## src/rtl/qeg_pkg.sv

```systemverilog
// Shared types and constants for the quadrature electronic gearbox.
// No dependencies; each rtl file but qeg_checker refers into it by scoped names.
`default_nettype none

package qeg_pkg;

  // Width of the position and step counters, two's complement.
  localparam int COUNT_WIDTH = 48;

  // Multiply works in 32-bit limbs of the position magnitude.
  localparam int NLIMB      = (COUNT_WIDTH + 31) / 32;
  localparam int MAG_W      = 32 * NLIMB;
  localparam int PROD_W     = MAG_W + 32;
  localparam int SEQ_CNT_W  = $clog2(PROD_W + 1);

  // Quotient limits for saturation of the target.
  localparam logic [PROD_W-1:0] LIMIT_NEG = PROD_W'(1) << (COUNT_WIDTH - 1);
  localparam logic [PROD_W-1:0] LIMIT_POS = LIMIT_NEG - PROD_W'(1);

  // Input kind codes.
  localparam logic [1:0] KIND_EDGE   = 2'd0;
  localparam logic [1:0] KIND_UPDATE = 2'd1;
  localparam logic [1:0] KIND_CLEAR  = 2'd2;

  // Configuration port.
  localparam int CFG_INDEX_W = 3;
  localparam int CFG_DATA_W  = 16;
  localparam logic [CFG_INDEX_W-1:0] CFG_THREAD_PITCH = 3'd0;
  localparam logic [CFG_INDEX_W-1:0] CFG_REVERSE      = 3'd1;
  localparam logic [CFG_INDEX_W-1:0] CFG_STEPS_REV    = 3'd2;
  localparam logic [CFG_INDEX_W-1:0] CFG_DIV_REV      = 3'd3;
  localparam logic [CFG_INDEX_W-1:0] CFG_SCREW_PITCH  = 3'd4;

  // Command queue depth (power of two).
  localparam int CMD_DEPTH = 4;
  localparam int CMD_PTR_W = $clog2(CMD_DEPTH);

  typedef struct packed {
    logic [15:0] thread_pitch_milli;
    logic        reverse_thread;
    logic [15:0] steps_per_rev;
    logic [15:0] divisions_per_rev;
    logic [15:0] screw_pitch_milli;
  } cfg_t;

  // Classified work for the back end.
  typedef enum logic [1:0] {
    CMD_UP,
    CMD_DOWN,
    CMD_UPDATE,
    CMD_CLEAR
  } cmd_t;

  typedef struct packed {
    logic full;
    logic empty;
  } q_status_t;

  typedef enum logic [3:0] {
    ST_IDLE,
    ST_PREP,
    ST_CHECK,
    ST_MUL,
    ST_ACC,
    ST_DIV,
    ST_SAT,
    ST_DIFF,
    ST_EMIT
  } back_state_t;

endpackage

`default_nettype wire

```

## src/rtl/qeg_cmd_fifo.sv

```systemverilog
// Short command queue between the front and back ends.
// Depends on qeg_pkg.
`default_nettype none

module qeg_cmd_fifo (
  input  wire logic               clk,
  input  wire logic               rst_n,
  input  wire logic               push,
  input  wire qeg_pkg::cmd_t      push_cmd,
  input  wire logic               pop,
  output qeg_pkg::cmd_t           head_cmd,
  output qeg_pkg::q_status_t      status
);

  qeg_pkg::cmd_t                  mem_r [qeg_pkg::CMD_DEPTH];
  logic [qeg_pkg::CMD_PTR_W-1:0]  wr_ptr_r, wr_ptr_nxt;
  logic [qeg_pkg::CMD_PTR_W-1:0]  rd_ptr_r, rd_ptr_nxt;
  logic [qeg_pkg::CMD_PTR_W:0]    count_r, count_nxt;
  logic                           do_push, do_pop;

  assign status.full  = (count_r == (qeg_pkg::CMD_PTR_W+1)'(qeg_pkg::CMD_DEPTH));
  assign status.empty = (count_r == '0);
  assign do_push      = push && !status.full;
  assign do_pop       = pop && !status.empty;
  assign head_cmd     = mem_r[rd_ptr_r];

  always_comb begin
    wr_ptr_nxt = do_push ? wr_ptr_r + 1'b1 : wr_ptr_r;
    rd_ptr_nxt = do_pop  ? rd_ptr_r + 1'b1 : rd_ptr_r;
    count_nxt  = count_r;
    if (do_push && !do_pop) begin
      count_nxt = count_r + 1'b1;
    end else if (do_pop && !do_push) begin
      count_nxt = count_r - 1'b1;
    end
  end

  always_ff @(posedge clk) begin
    if (!rst_n) begin
      wr_ptr_r <= '0;
      rd_ptr_r <= '0;
      count_r  <= '0;
    end else begin
      wr_ptr_r <= wr_ptr_nxt;
      rd_ptr_r <= rd_ptr_nxt;
      count_r  <= count_nxt;
    end
  end

  always_ff @(posedge clk) begin
    if (do_push) begin
      mem_r[wr_ptr_r] <= push_cmd;
    end
  end

endmodule

`default_nettype wire

```

## config.mk

```make
export PLATFORM = sky130hd
export DESIGN_NAME = qeg_cmd_fifo
export DESIGN_NICKNAME = d
export VERILOG_FILES = /design/src/rtl/qeg_pkg.sv /design/src/rtl/qeg_cmd_fifo.sv
export SDC_FILE = /design/constraint.sdc
export NUM_CORES = 1
export LEC_CHECK = 0
export ABC_CLOCK_PERIOD_IN_PS = 2700
export BUFFER_PORTS_ARGS = -buffer_cell sky130_fd_sc_hd__buf_4
export CAP_MARGIN = 15
export CORE_MARGIN = 1
export CORE_UTILIZATION = 45
export DETAILED_ROUTE_END_ITERATION = 6
export GPL_ROUTABILITY_DRIVEN = 0
export PLACE_DENSITY = 0.71
export SETUP_SLACK_MARGIN = 0.5
export SLEW_MARGIN = 20
export SYNTH_ARGS = -nofsm -noshare
export SYNTH_HDL_FRONTEND = slang
export SYNTH_SLANG_ARGS = --single-unit
```

## constraint.sdc

```tcl
create_clock -name clk -period 2.7 [get_ports clk]
set_input_delay 0.54 -clock clk [delete_from_list [all_inputs] [get_ports clk]]
set_output_delay 0.54 -clock clk [all_outputs]
set_load 0.05 [all_outputs]
```

After elaboration in Yosys (flattened, before gate mapping). Memories as Yosys holds them, arrays and structs flattened. A register that Yosys moved wholly into a read port is not among the register bits. Index checks and enable logic that the tools add are counted. W data, S select, Z words.

$add $sub $neg: 4. Equality and inequality tests: 1. Muxes and demuxes: 6. Reductions and logical operators: 10.

Operators with widths (number): $mux W3 (2); $add A2 B1 Y2 const B (2); $logic_and A1 B1 Y1 (4); $logic_not A1 Y1 (4); $mux W2 (2); $add A3 B1 Y3 const B (1); $eq A3 B3 Y1 const B (1); $logic_not A3 Y1 (1); $sub A3 B1 Y3 const B (1); $mux W1 (2); $reduce_bool A2 Y1 (1).

Bits in registers: 7. Memory bits (writable): 8. Input bits: 6. Output and inout bits: 4. Word-level logic and storage cells: 25. Memories kept: 1.

Memories: mem_r (depth 4, width 2, rd ports 1, clocked after memory_dff 1, write ports 1, line qeg_cmd_fifo.sv:15) `qeg_pkg::cmd_t mem_r [qeg_pkg::CMD_DEPTH];`.

Longest topological paths before layout.
Word-level depth: 7. Mapped depth: 9. Gate-level depth less buffers: 8.

Least setup slack after synthesis. OpenSTA, ideal clock, no wires.

Path kind: register -> register. From: reg count_r[2] (netlist bit). To: reg count_r[2] (netlist bit). Setup time: 0.070 ns. Data arrival time: 2.295 ns. Required time: 2.630 ns. Setup slack: 0.335 ns. Cell stages (with the launch flop): 10. Path buffers: 1. Period minus slack after synthesis: 2.365 ns. Path through: dfxtp_1 -> nor3b_2 -> nor2b_1 -> buf_6 -> ha_1 -> inv_1 -> fa_1 -> xor2_1 -> or3_1 -> a21boi_1.

RTL lines: start, declared (line qeg_cmd_fifo.sv:18) `logic [qeg_pkg::CMD_PTR_W:0] count_r, count_nxt;`; start signal, assigned (line qeg_cmd_fifo.sv:46) `count_r <= count_nxt;`.

Worst setup path in the final report.
From: reg count_r[2] (netlist bit). To: reg count_r[2] (netlist bit).

Longest elaborated chain between the ends: 6. Elaborated cells between the ends (all ways): 15. Classes of those cells: add/sub (2); eq/ne (1); mux (2); reduce/logical (10).

RTL lines: parallel branches: the longest is 6 deep, another holds $sub A3 B1 Y3.

Several ways; the timed one is not identified. The select of a mux whose other input is x is not followed. A chain may end at the register's enable or synchronous reset.

==> impl_results.md <==
- Status: completed
- Register area share after synthesis: 54.3%
- Max-cap violations: 0
- Leading post-synthesis cells by cell area: edfxtp_1 (31%), dfxtp_1 (23%), ha_1 (8.1%)
- Clock sink count: 17
- Router iterations before antenna repair: 2
- Drt wl/cell: 12.1 um
- Relative slew slack: 80.7%
- Post-synth top cells: dfxtp_1 (9), and2_1 (8), edfxtp_1 (8), ha_1 (5), nand2_1 (4)
- CP Max Fanout: 6
- Worst setup EP type: register
- DRT Wirelength: 1040 um
- Clock Tree Root: clkbuf_4
- Count leader, synth: dfxtp_1
- Number of synthesized register bits: 17
- Switching Share: 37.3%
- Via-to-Cell Ratio: 5.06
- F_max: 488 MHz
- Multi-input gate area in the final layout: 334 um^2
- Fill cell count: 135
- Final Cycle Share: 75.8%
- Final setup fails: 0
- Ant. Diodes: 0
- EDFF count, synth: 8
- Clock Pin Slew Worst Setup and Hold Paths: 0.09 ns
- Largest net degree at the start of global routing: 11
- CTS max path bufs: 2
- Mapped Cells: 58
- Switch Pwr: 0.324 mW
- Req. time, crit path: 2.92 ns
- Register Area: 423 um^2
- Fin area: 890 um^2
- Port Buffers: 9
- Starting Density: 49.7%
- Clk network pwr share: 14.8%
- Area grow syn2layout: 14.9%
- Avg Inst Size Synth: 13.4 um^2
- Clock Skew: 0.00372 ns
- Net Count, Synth: 70
- Cell Area, Synth: 774 um^2
- Synth top area share: 31.0%
- Share of cells above drive strength 1: 27.1%
- Pwr/cell area: 977 mW/mm^2
- Die width: 43.5 um
- GRT Resource Usage Total: 13.8%
- Int Power: 0.545 mW
- Sum Neg Setup Slack: 0 ns
- Max Transition Viols Final: 0
- Most used flip-flop cell after synthesis: dfxtp_1
- Initial antenna violation count: 0
- First-pass GRT wire length: 1840 um
- CTS Buf Count: 3
- Asr flop ratio synth: 0%
- Post-route ant nets: 0
- Post-CTS Setup Bufs: 0
- Vias in the first global route: 433
- Htree depth: 1
- Slew of the pin with the lowest slew margin: 0.285 ns
- Drt drc: 0
- Die H: 43.5 um
- CP Class: reg -> reg
- Post-DP HPWL: 808 um
- CP Launch Type: register
- Arr. time, crit path: 2.27 ns
- Core area: 0.00156 mm^2
- Worst-Skew Late Latency: 0.28 ns
- Tmin final: 2.05 ns
- Leakage: 0.354 nW
- Worst hold path class: in -> reg
- Final hold violations: 0
- Comb power frac: 40.7%
- NumNets Final: 83
- Ys Warns: 0
- GR Overflow Total: 0
- Via Count: 435
- Unrepaired setup endpoints after global routing: false
- Placed cell areas: 861 um^2
- Ports: 10
- Reg power frac: 44.5%
- Die footprint: 0.00189 mm^2
- Yosys cell types: 21
- DR iter-0 viols: 1
- CTS tree: built
- Core Rows: 14
- Synth area leader: edfxtp_1
- Worst IR drop on VDD: 0.000542 V
power groups by stage:
stage | registers, mW | logic (mW) | clock network, mW
after floorplan | 0.378 | 0.286 | 0
after global placement | 0.389 | 0.350 | 0
after detailed placement | 0.392 | 0.356 | 0
after CTS | 0.386 | 0.357 | 0.135
after global routing | 0.398 | 0.390 | 0.146
final | 0.387 | 0.354 | 0.129
critical path, stage by stage (launching register included):
cell	delay (ns)
dfxtp_1	0.37
o31ai_2	0.33
ha_1	0.24
inv_1	0.06
fa_1	0.37
xor2_1	0.16
or3_1	0.31
a21boi_1	0.14
cell type report:
type,instances,area share (%)
clock buffer,4,2.95
inverter,3,1.27
multi-input combinational,36,37.6
sequential,17,47.5
tap,16,2.25
timing repair buffer,10,8.44
timing repair:
item | 4_1_cts | 5_1_grt
gates resized for setup | 0 | 2
setup endpoints to repair | 0 | 1
hold buffers | 0 | 0
per-layer routing:
metal	wire [um]	track usage, %
met5	0	0
met4	8	5.63
met3	47	6.25
met2	489	23.3
met1	494	15.1
final timing paths:
check / startpoint / end / slack, ns / cells past startpoint
worst min-delay path: push_cmd[1] / mem_r[3][1] / 0.46 / 1
worst min register to register: wr_ptr_r[0] / wr_ptr_r[0] / 0.51 / 2
worst max-delay path: count_r[2] / count_r[2] / 0.65 / 7
worst max register to register: count_r[2] / count_r[2] / 0.65 / 7
logic make-up (layout without fill, tap and decap cells):
family                     Yosys count  in the layout  share of synthesized area [%]
AOI/OAI and AO/OA                    4              4                           4.36
xor gates and xnor gates             4              4                           4.52
adders and majority gates            6              6                           10.7
buffers and inverters                5             17                           3.39
DFF                                 17             17                           54.3
muxes                                5              5                           9.69
and+or+nand+nor                     17             17                           13.1
cells in the final DEF, fill, tap and decap left out, types with 2 or more instances in the layout:
master,n
mux4_2,2
edfxtp_1,8
ha_1,5
dfxtp_2,2
nand2_1,4
clkbuf_4,3
and2_1,8
xnor2_1,3
dfxtp_1,7
buf_4,10
inv_1,3
nor2b_1,2
mux2i_1,3
metrics by stage:
stage / total power, mW / hold slack, ns / instances / worst slack (ns) / util, %
final: 0.869 / 0.459 / 86 / 0.653 / 57.1
after global routing: 0.934 / 0.439 / 86 / 0.506 / 57.1
after CTS: 0.879 / 0.444 / 86 / 0.586 / 56.9
after detailed placement: 0.748 / 0.502 / 82 / 0.608 / 55.2
after global placement: 0.739 / 0.489 / 82 / 0.648 / 55.2
after floorplan: 0.663 / 0.468 / 58 / 0.526 / -
No activity file was read; power rests on OpenSTA's default activity.
